`src/hw/rtl/assert_macros.svh`:
```
// Assertion helpers used by the top-level RTL file.
`ifndef ASSERT_MACROS_SVH
`define ASSERT_MACROS_SVH

// Implication checked at every rising edge outside of reset.
`define ASSERT_CLK(label, clk, rst_n, prop) \
	label: assert property (@(posedge clk) disable iff (!rst_n) prop) \
		else $error("assertion failed");

// Condition that must never be true outside of reset.
`define ASSERT_NEVER(label, clk, rst_n, cond) \
	label: assert property (@(posedge clk) disable iff (!rst_n) !(cond)) \
		else $error("forbidden condition seen");

`endif

```
`src/hw/rtl/bplru_pkg.sv`:
```
package bplru_pkg;

	localparam int POOL_SIZE_DEF = 16;

	localparam logic [1:0] CMD_FIX    = 2'd0;
	localparam logic [1:0] CMD_UNFIX  = 2'd1;
	localparam logic [1:0] CMD_FLUSH  = 2'd2;
	localparam logic [1:0] CMD_UNUSED = 2'd3;

	localparam logic [2:0] ST_HIT          = 3'd0;
	localparam logic [2:0] ST_LOAD_EMPTY   = 3'd1;
	localparam logic [2:0] ST_LOAD_EVICT   = 3'd2;
	localparam logic [2:0] ST_ALL_PINNED   = 3'd3;
	localparam logic [2:0] ST_UNFIXED      = 3'd4;
	localparam logic [2:0] ST_NOT_RESIDENT = 3'd5;
	localparam logic [2:0] ST_FLUSH_WRITE  = 3'd6;
	localparam logic [2:0] ST_FLUSH_NONE   = 3'd7;

	localparam logic [7:0] PIN_MAX = 8'hFF;

	typedef struct packed {
		logic [1:0]  command;
		logic [31:0] page_id;
		logic        mark_dirty;
	} req_t;

	typedef struct packed {
		logic [2:0]  status;
		logic [5:0]  frame_index;
		logic        fetch_page;
		logic        writeback;
		logic [31:0] writeback_page;
		logic        last;
	} rsp_t;

	// One frame as it is kept in the frame memory.
	typedef struct packed {
		logic [31:0] tag;
		logic [7:0]  pin;
		logic        dirty;
		logic [31:0] stamp;
	} entry_t;

	// Commands from the controller to the datapath.
	typedef struct packed {
		logic start;
		logic scan;
		logic act;
		logic fchk;
		logic fend;
	} ctl_t;

	// Status from the datapath to the controller.
	typedef struct packed {
		logic idx_last;
		logic res_busy;
		logic fl_stall;
	} sts_t;

endpackage

```
`src/hw/rtl/bplru_ram.sv`:
```
module bplru_ram #(
	parameter int WIDTH = 8,
	parameter int DEPTH = 16
) (
	input  logic                                  clk,
	input  logic                                  we,
	input  logic [(DEPTH > 1 ? $clog2(DEPTH) : 1)-1:0] waddr,
	input  logic [WIDTH-1:0]                      wdata,
	input  logic [(DEPTH > 1 ? $clog2(DEPTH) : 1)-1:0] raddr,
	output logic [WIDTH-1:0]                      rdata
);

	logic [WIDTH-1:0] mem_q [DEPTH];

	// Write port and registered read port.
	always_ff @(posedge clk) begin
		if (we) begin
			mem_q[waddr] <= wdata;
		end
		rdata <= mem_q[raddr];
	end

endmodule

```
`src/hw/rtl/bplru_dp.sv`:
```
module bplru_dp import bplru_pkg::*; #(
	parameter int POOL_SIZE = POOL_SIZE_DEF
) (
	input  logic clk,
	input  logic arst_n,
	input  req_t req,
	input  ctl_t ctl,
	output sts_t sts,
	output logic rsp_valid,
	input  logic rsp_ready,
	output rsp_t rsp
);

	localparam int IDX_W = (POOL_SIZE > 1) ? $clog2(POOL_SIZE) : 1;
	localparam logic [IDX_W-1:0] IDX_LAST = IDX_W'(POOL_SIZE - 1);

	logic [1:0]           cmd_q;
	logic [31:0]          page_q;
	logic                 mark_q;
	logic [IDX_W-1:0]     idx_q;
	logic [IDX_W-1:0]     rdidx_s1;
	logic                 rdv_s1;
	logic [POOL_SIZE-1:0] valid_q;
	logic [31:0]          clock_q;
	logic                 hit_q, emp_q, vic_q;
	logic [IDX_W-1:0]     hit_idx_q, emp_idx_q, vic_idx_q;
	entry_t               hit_ent_q, vic_ent_q;
	logic                 pend_q;
	logic [IDX_W-1:0]     pend_idx_q;
	logic [31:0]          pend_tag_q;
	rsp_t                 res_q;
	logic                 res_valid_q;

	logic             we;
	logic [IDX_W-1:0] waddr;
	entry_t           wdata, rdata;

	bplru_ram #(.WIDTH($bits(entry_t)), .DEPTH(POOL_SIZE)) u_ram (
		.clk   (clk),
		.we    (we),
		.waddr (waddr),
		.wdata (wdata),
		.raddr (idx_q),
		.rdata (rdata)
	);

	// Per-entry checks for the lookup scan and the flush walk.
	logic v_rd, s_match, s_empty, s_older, f_qual, f_stall, f_go;
	assign v_rd    = valid_q[rdidx_s1];
	assign s_match = rdv_s1 && v_rd && (rdata.tag == page_q) && !hit_q;
	assign s_empty = rdv_s1 && !v_rd && !emp_q;
	assign s_older = rdv_s1 && v_rd && (rdata.pin == 8'd0)
		&& (!vic_q || (rdata.stamp < vic_ent_q.stamp));
	assign f_qual  = valid_q[idx_q] && rdata.dirty && (rdata.pin == 8'd0);
	assign f_stall = f_qual && pend_q && res_valid_q;
	assign f_go    = ctl.fchk && !f_stall;

	assign sts.idx_last = (idx_q == IDX_LAST);
	assign sts.res_busy = res_valid_q;
	assign sts.fl_stall = f_stall;

	// Decision after the scan, the flush clear of the dirty bit, and the memory writes they cause.
	entry_t           ent;
	rsp_t             act_res;
	logic             act_bump, act_set;
	logic [IDX_W-1:0] act_slot;
	always_comb begin
		we       = 1'b0;
		waddr    = idx_q;
		wdata    = rdata;
		ent      = hit_ent_q;
		act_res  = '0;
		act_res.last = 1'b1;
		act_bump = 1'b0;
		act_set  = 1'b0;
		act_slot = emp_q ? emp_idx_q : vic_idx_q;
		if (ctl.fchk && f_qual && !f_stall) begin
			we          = 1'b1;
			wdata.dirty = 1'b0;
		end
		if (ctl.act) begin
			unique case (cmd_q)
				CMD_FIX: begin
					if (hit_q) begin
						if (ent.pin != PIN_MAX) begin
							ent.pin = ent.pin + 8'd1;
						end
						ent.dirty = ent.dirty | mark_q;
						ent.stamp = clock_q;
						we = 1'b1;
						waddr = hit_idx_q;
						wdata = ent;
						act_bump = 1'b1;
						act_res.status = ST_HIT;
						act_res.frame_index = 6'(hit_idx_q);
					end else if (emp_q || vic_q) begin
						ent.tag = page_q;
						ent.pin = 8'd1;
						ent.dirty = mark_q;
						ent.stamp = clock_q;
						we = 1'b1;
						waddr = act_slot;
						wdata = ent;
						act_bump = 1'b1;
						act_set = 1'b1;
						act_res.status = emp_q ? ST_LOAD_EMPTY : ST_LOAD_EVICT;
						act_res.frame_index = 6'(act_slot);
						act_res.fetch_page = 1'b1;
						if (!emp_q && vic_ent_q.dirty) begin
							act_res.writeback = 1'b1;
							act_res.writeback_page = vic_ent_q.tag;
						end
					end else begin
						act_res.status = ST_ALL_PINNED;
					end
				end
				CMD_UNFIX: begin
					if (hit_q) begin
						if (ent.pin != 8'd0) begin
							ent.pin = ent.pin - 8'd1;
						end
						ent.dirty = ent.dirty | mark_q;
						ent.stamp = clock_q;
						we = 1'b1;
						waddr = hit_idx_q;
						wdata = ent;
						act_bump = 1'b1;
						act_res.status = ST_UNFIXED;
						act_res.frame_index = 6'(hit_idx_q);
					end else begin
						act_res.status = ST_NOT_RESIDENT;
					end
				end
				default: begin
					act_res.status = ST_FLUSH_NONE;
				end
			endcase
		end
	end

	// Flush result: the pending write, or the empty flush marker.
	rsp_t fl_res;
	always_comb begin
		fl_res = '0;
		if (pend_q) begin
			fl_res.status         = ST_FLUSH_WRITE;
			fl_res.frame_index    = 6'(pend_idx_q);
			fl_res.writeback      = 1'b1;
			fl_res.writeback_page = pend_tag_q;
			fl_res.last           = ctl.fend;
		end else begin
			fl_res.status = ST_FLUSH_NONE;
			fl_res.last   = 1'b1;
		end
	end

	// Control state of the datapath.
	always_ff @(posedge clk or negedge arst_n) begin
		if (!arst_n) begin
			valid_q     <= '0;
			clock_q     <= '0;
			rdv_s1      <= 1'b0;
			hit_q       <= 1'b0;
			emp_q       <= 1'b0;
			vic_q       <= 1'b0;
			pend_q      <= 1'b0;
			res_valid_q <= 1'b0;
			idx_q       <= '0;
		end else begin
			rdv_s1 <= ctl.scan;
			if (ctl.start) begin
				idx_q  <= '0;
				hit_q  <= 1'b0;
				emp_q  <= 1'b0;
				vic_q  <= 1'b0;
				pend_q <= 1'b0;
			end else if (ctl.scan || f_go) begin
				idx_q <= idx_q + 1'b1;
			end
			if (s_match) hit_q <= 1'b1;
			if (s_empty) emp_q <= 1'b1;
			if (s_older) vic_q <= 1'b1;
			if (f_go && f_qual) pend_q <= 1'b1;
			if (ctl.fend) pend_q <= 1'b0;
			if (act_set) valid_q[act_slot] <= 1'b1;
			if (act_bump) clock_q <= clock_q + 32'd1;
			if (rsp_valid && rsp_ready) begin
				res_valid_q <= 1'b0;
			end
			if (ctl.act || ctl.fend || (f_go && f_qual && pend_q)) begin
				res_valid_q <= 1'b1;
			end
		end
	end

	// Payload registers: request, scan and flush captures and the result.
	always_ff @(posedge clk) begin
		if (ctl.start) begin
			cmd_q  <= req.command;
			page_q <= req.page_id;
			mark_q <= req.mark_dirty;
		end
		rdidx_s1 <= idx_q;
		if (s_match) begin
			hit_idx_q <= rdidx_s1;
			hit_ent_q <= rdata;
		end
		if (s_empty) emp_idx_q <= rdidx_s1;
		if (s_older) begin
			vic_idx_q <= rdidx_s1;
			vic_ent_q <= rdata;
		end
		if (f_go && f_qual) begin
			pend_idx_q <= idx_q;
			pend_tag_q <= rdata.tag;
		end
		if (ctl.act) begin
			res_q <= act_res;
		end else if (ctl.fend || (f_go && f_qual && pend_q)) begin
			res_q <= fl_res;
		end
	end

	assign rsp_valid = res_valid_q;
	assign rsp       = res_q;

endmodule

```
`src/hw/rtl/bplru_ctrl.sv`:
```
module bplru_ctrl import bplru_pkg::*; (
	input  logic       clk,
	input  logic       arst_n,
	input  logic       req_valid,
	output logic       req_ready,
	input  logic [1:0] command,
	input  sts_t       sts,
	output ctl_t       ctl
);

	localparam logic [2:0] S_IDLE = 3'd0;
	localparam logic [2:0] S_SCAN = 3'd1;
	localparam logic [2:0] S_TAIL = 3'd2;
	localparam logic [2:0] S_ACT  = 3'd3;
	localparam logic [2:0] S_FRD  = 3'd4;
	localparam logic [2:0] S_FCHK = 3'd5;
	localparam logic [2:0] S_FEND = 3'd6;

	logic [2:0] state_q, state_d;

	assign req_ready = (state_q == S_IDLE);

	// Next state and datapath commands.
	always_comb begin
		state_d   = state_q;
		ctl       = '0;
		ctl.start = req_valid && req_ready;
		ctl.scan  = (state_q == S_SCAN);
		ctl.act   = (state_q == S_ACT) && !sts.res_busy;
		ctl.fchk  = (state_q == S_FCHK);
		ctl.fend  = (state_q == S_FEND) && !sts.res_busy;
		unique case (state_q)
			S_IDLE: begin
				if (ctl.start) begin
					state_d = (command == CMD_FLUSH) ? S_FRD : S_SCAN;
				end
			end
			S_SCAN: begin
				if (sts.idx_last) state_d = S_TAIL;
			end
			S_TAIL: state_d = S_ACT;
			S_ACT: begin
				if (!sts.res_busy) state_d = S_IDLE;
			end
			S_FRD: state_d = S_FCHK;
			S_FCHK: begin
				if (!sts.fl_stall) state_d = sts.idx_last ? S_FEND : S_FRD;
			end
			S_FEND: begin
				if (!sts.res_busy) state_d = S_IDLE;
			end
			default: state_d = S_IDLE;
		endcase
	end

	always_ff @(posedge clk or negedge arst_n) begin
		if (!arst_n) begin
			state_q <= S_IDLE;
		end else begin
			state_q <= state_d;
		end
	end

endmodule

```
`src/hw/rtl/buffer_pool_lru_frame_manager_unit.sv`:
```
// Buffer pool frame manager with least-recently-used replacement. A fix or
// unfix walks the frame memory one frame a cycle through its registered read
// port, so its result is registered after the walk, once any previous result
// has been taken on rsp_ready, and the next request can be taken in the cycle
// after that. A flush reads each frame and then checks it and clears its
// dirty bit, stalling at the check while the previous result is not taken,
// and closes with a final step; it holds each write result back one step so
// that the final one carries last.
// A new request is taken once the previous one has finished its walk.
`include "assert_macros.svh"

module buffer_pool_lru_frame_manager_unit import bplru_pkg::*; #(
	parameter int POOL_SIZE = POOL_SIZE_DEF
) (
	input  logic clk,
	input  logic arst_n,
	input  logic req_valid,
	output logic req_ready,
	input  req_t req,
	output logic rsp_valid,
	input  logic rsp_ready,
	output rsp_t rsp
);

	ctl_t ctl;
	sts_t sts;

	bplru_ctrl u_ctrl (
		.clk       (clk),
		.arst_n    (arst_n),
		.req_valid (req_valid),
		.req_ready (req_ready),
		.command   (req.command),
		.sts       (sts),
		.ctl       (ctl)
	);

	bplru_dp #(.POOL_SIZE(POOL_SIZE)) u_dp (
		.clk       (clk),
		.arst_n    (arst_n),
		.req       (req),
		.ctl       (ctl),
		.sts       (sts),
		.rsp_valid (rsp_valid),
		.rsp_ready (rsp_ready),
		.rsp       (rsp)
	);

	// A request transaction is followed by a busy cycle.
	`ASSERT_CLK(a_busy_after_req, clk, arst_n, (req_valid && req_ready) |=> !req_ready)
	// Flush write results always ask for a writeback.
	`ASSERT_CLK(a_flush_wb, clk, arst_n,
		(rsp_valid && rsp.status == ST_FLUSH_WRITE) |-> rsp.writeback)
	// Only loads fetch a page.
	`ASSERT_NEVER(a_fetch_load, clk, arst_n, rsp_valid && rsp.fetch_page &&
		rsp.status != ST_LOAD_EMPTY && rsp.status != ST_LOAD_EVICT)

endmodule

```
`config.mk`:
```
export PLATFORM = sky130hd
export DESIGN_NAME = buffer_pool_lru_frame_manager_unit
export DESIGN_NICKNAME = d
export VERILOG_FILES = /design/src/hw/rtl/bplru_pkg.sv /design/src/hw/rtl/bplru_ram.sv /design/src/hw/rtl/bplru_dp.sv /design/src/hw/rtl/bplru_ctrl.sv /design/src/hw/rtl/buffer_pool_lru_frame_manager_unit.sv
export VERILOG_INCLUDE_DIRS = /design/src /design/src/hw/rtl
export SDC_FILE = /design/constraint.sdc
export NUM_CORES = 2
export LEC_CHECK = 0
export BUFFER_PORTS_ARGS = -buffer_cell sky130_fd_sc_hd__buf_2
export CORE_MARGIN = 4
export CORE_UTILIZATION = 67
export DETAILED_ROUTE_END_ITERATION = 6
export GPL_TIMING_DRIVEN = 0
export PLACE_DENSITY = 0.84
export SYNTH_ARGS = -nofsm -noshare
export SYNTH_HDL_FRONTEND = slang
export SYNTH_SLANG_ARGS = --single-unit
```
`constraint.sdc`:
```
create_clock -name clk -period 21.8 [get_ports clk]
set_input_delay 4.36 -clock clk [delete_from_list [all_inputs] [get_ports clk]]
set_output_delay 4.36 -clock clk [all_outputs]
set_load 0.01 [all_outputs]
```
==> run_results.csv <==
group,metric,value,unit
power,p_clk_share,30.6,%
synth,yosys_warnings,0,
synth,ys_async_sr_fraction,3.969,%
cells_and_area,nFillCells,3847,
global_route,grtUsageTotal,38.54,%
critical_path,crit_start,"u_ctrl.state_q[2]$_DFFE_PN0P_",
critical_path,rrSetupSlack,16430,ps
power,irDropWorstVdd,90.29,µV
timing,rsz0062_at_grt,"false",
timing,period_minus_slack,6283,ps
clock_network,cts_resized,0,
critical_path,worstPathRequired,17440,ps
power,p_switching,2.645,mW
critical_path,path_max_fanout,10,
synth,seq_area_frac_synth,77.02,%
timing,fin_crit_sh,28.82,%
cells_and_area,drive_gt1_share,26.22,%
timing,worst_slew_pin_slew,1469,ps
clock_network,cts_tree,"yes",
global_route,grt_max_degree,40,
placement,io_buffers,82,
timing,setup_violations,0,
synth,yosys-top-cells-area,"edfxtp_1 (72%), mux4_2 (14%), dfxtp_1 (2.7%)",
die,num_rows,108,
synth,syn_area,58510,µm²
clock_network,clk_pin_slew_worst_paths,70,ps
power,power_frac_seq,44.7,%
synth,synthFlopType,"edfxtp_1",
clock_network,numCtsBuffers,146,
drt,first_iter_violations,7354,
power,power_density,129.2,nW/µm²
critical_path,end_kind,"output pin",
die,core-area,86750,µm²
die,die_h,303.5,µm
die,initial_utilization,67.45,%
synth,synth_top_cell_by_area,"edfxtp_1",
drt,detail_route.drc_violations,67,
status,status,"finished, violations left",
timing,hold_viol,0,
synth,ys_ff_latch,1537,
status,violations,"design-rule violations, max-capacitance violations",
power,p_leak,22.01,nW
synth,postSynthCellCount,2742,
synth,synth_cell_types,72,
die,pin_count,85,
drt,avgViaCountPerCell,7.755,
flow_run,maxCapViolations,1,
critical_path,crit-reg2reg-launch,"u_dp.rsp_valid$_DFFE_PN0P_",
cells_and_area,area_growth,14.35,%
critical_path,ff2ff_path_depth,10,
critical_path,crit_end,"req_ready",
timing,fmax,0.1592,GHz
power,finalPower,8.643,mW
critical_path,worstSetupPathType,"reg -> out",
critical_path,startpoint_type,"register",
placement,hpwlAfterDp,93.18,mm
drt,drt_wl_total,176.7,mm
global_route,overflow,0,
clock_network,postCtsSetupRepairBufs,0,
power,p_int,5.998,mW
global_route,grt_pass1_vias,33800,
die,die_x,303.5,µm
worst_hold_path,hp-class,"reg -> reg",
power,pwr-share-comb,24.7,%
drt,ant_nets,0,
clock_network,ctsHoldBuffers,0,
power,switching_share,30.61,%
synth,syn_avg_cell_area,21.34,µm²
cells_and_area,nNetsFinal,3124,
drt,dr.pass1.iters,7,
timing,relSlewSlack,1.157,%
placement,gp_routability_congestion,0.9004,
clock_network,cts_root_buf,"clkbuf_16",
critical_path,r2r_end,"u_dp.u_ram.mem_q[9][10]$_DFFE_PP_",
die,die_area,92120,µm²
global_route,antenna_found_initial,9,
synth,synth_top_area_share,71.75,%
synth,synth-edff-count,1398,
timing,fin_skew,31.22,ps
clock_network,h-tree-depth,4,
timing,maxSlewViolCount,0,
cells_and_area,finalCoreUtilization,77.12,%
clock_network,clk_latency,780,ps
critical_path,critPathArrivalTime,1920,ps
timing,setup_tns,0,ps
global_route,grt_first_pass_wirelength,246.5,mm
clock_network,clock-sinks,1537,
drt,drt-wirelength-per-cell,40.79,µm
drt,vias,33590,
clock_network,clock_path_buffers,3,
cells by family after synthesis:
| group | after synthesis | synth area share [%] |
|---|---|---|
| other | 1 | 0.006409 |
| multiplexers | 379 | 14.51 |
| flip-flops | 1537 | 77.02 |
| adder cells (fa/ha/maj) | 37 | 0.7869 |
| AO/OA/AOI/OAI | 188 | 2.478 |
| XOR/XNOR | 76 | 1.138 |
| buffers and inverters | 204 | 1.446 |
| AND/OR/NAND/NOR | 320 | 2.613 |
worst min path at each step:
| stage | from | endpoint | slack, ps | cells past startpoint |
|---|---|---|---|---|
| 5_1_grt | u_dp.idx_q[3]$_DFFE_PN0P_ | u_dp.rdidx_s1[3]$_DFF_P_ | 420 | 0 |
| 2_1_floorplan | u_dp.idx_q[2]$_DFFE_PN0P_ | u_dp.rdidx_s1[2]$_DFF_P_ | 360 | 0 |
| 3_3_place_gp | u_dp.idx_q[2]$_DFFE_PN0P_ | u_dp.rdidx_s1[2]$_DFF_P_ | 370 | 0 |
| 3_5_place_dp | u_dp.idx_q[3]$_DFFE_PN0P_ | u_dp.rdidx_s1[3]$_DFF_P_ | 390 | 0 |
| 4_1_cts | u_dp.idx_q[3]$_DFFE_PN0P_ | u_dp.rdidx_s1[3]$_DFF_P_ | 400 | 0 |
| 6_report | u_dp.idx_q[3]$_DFFE_PN0P_ | u_dp.rdidx_s1[3]$_DFF_P_ | 420 | 0 |
power by group through the flow:
stage / sequential [mW] / combinational (mW) / clock, mW
floorplan: 3.83 / 1.33 / 0
global placement: 3.88 / 1.80 / 0
detailed placement: 3.89 / 1.94 / 0
CTS: 3.85 / 2.05 / 2.62
global route: 3.86 / 2.20 / 2.77
finish: 3.87 / 2.13 / 2.64
per-stage QoR:
stage / hold WS, ps / cell area [µm²] / setup WS [ps] / cells
after detailed placement: 388.8 / 61960 / 15820 / 4050
after CTS: 402.1 / 66820 / 15530 / 4318
after global placement: 374.3 / 60370 / 6426 / 3980
after floorplan: 361.4 / 58520 / 14250 / 2743
final: 422.3 / 66910 / 15520 / 4331
after global routing: 423.0 / 66900 / 15460 / 4327
layout make-up:
cell class	instances	area (µm²)	share of cell area, %
Buffer	128	561.8	0.8396
Antenna cell	7	17.52	0.02618
Timing Repair Buffer	158	1936	2.893
Tap cell	1155	1445	2.160
Multi-Input combinational cell	1002	12740	19.04
Clock buffer	199	4109	6.141
Sequential cell	1537	45070	67.36
Inverter	76	285.3	0.4264
Clock inverter	69	748.2	1.118
synthesized netlist by cell type (4+ instances only):
cell	n
a211oi_1	8
a21o_1	10
a21oi_1	23
a222oi_1	30
a22o_1	34
a31o_2	4
a31oi_1	5
and3_1	11
buf_1	11
buf_2	34
buf_6	4
clkbuf_1	77
dfrtp_1	61
dfxtp_1	78
edfxtp_1	1398
ha_1	36
inv_1	74
mux4_2	375
nand2_1	157
nand2b_1	5
nand3_1	24
nand3b_1	4
nand4_1	25
nor2_1	43
nor2b_1	4
nor3_1	11
nor3b_1	5
nor4_1	8
o211ai_1	5
o21ai_0	27
o21bai_1	15
or4_1	4
xnor2_1	45
xor2_1	31
critical path, stage by stage, from the launching register on:
cell      delay (ps)
dfrtp_1          410
clkbuf_1         270
nor3_1           280
buf_2            200
routing by layer:
| metal | wire length (µm) | track usage, % | up-vias |
|---|---|---|---|
| met2 | 84540 | 60.93 | 4084 |
| li1 | - | - | 11940 |
| met3 | 25790 | 11.18 | 1046 |
| met4 | 14130 | 23.30 | 8 |
| met1 | 52140 | 48.09 | 16510 |
| met5 | 58 | 0 | - |
sequential cells by signal, summed over array words and instances, names as in the netlist, 2 cells and up:
signal,cells
u_dp.pend_tag_q,32
u_dp.clock_q,32
u_dp.u_ram.mem_q,1168
u_dp.valid_q,16
u_dp.rsp,42
u_dp.idx_q,4
u_dp.rdidx_s1,4
u_dp.vic_idx_q,4
u_ctrl.state_q,3
u_dp.hit_idx_q,4
u_dp.vic_ent_q,65
u_dp.u_ram.rdata,73
u_dp.hit_ent_q,41
u_dp.page_q,32
u_dp.emp_idx_q,4
u_dp.cmd_q,2
u_dp.pend_idx_q,4
cells in the final DEF (no fill, tap or decap), drive strengths merged, types with 12 or more instances in the layout:
cell type	n
a21oi	24
o21bai	15
o21ai	30
mux4	375
clkinv	51
dfxtp	78
clkbuf	277
inv	78
nor3	12
dfrtp	61
xor2	31
nand3	25
nand2	157
edfxtp	1398
xnor2	45
ha	36
bufinv	12
a22o	34
buf	208
a222oi	30
nand4	25
nor2	43
No activity file was read; power rests on OpenSTA's default activity.
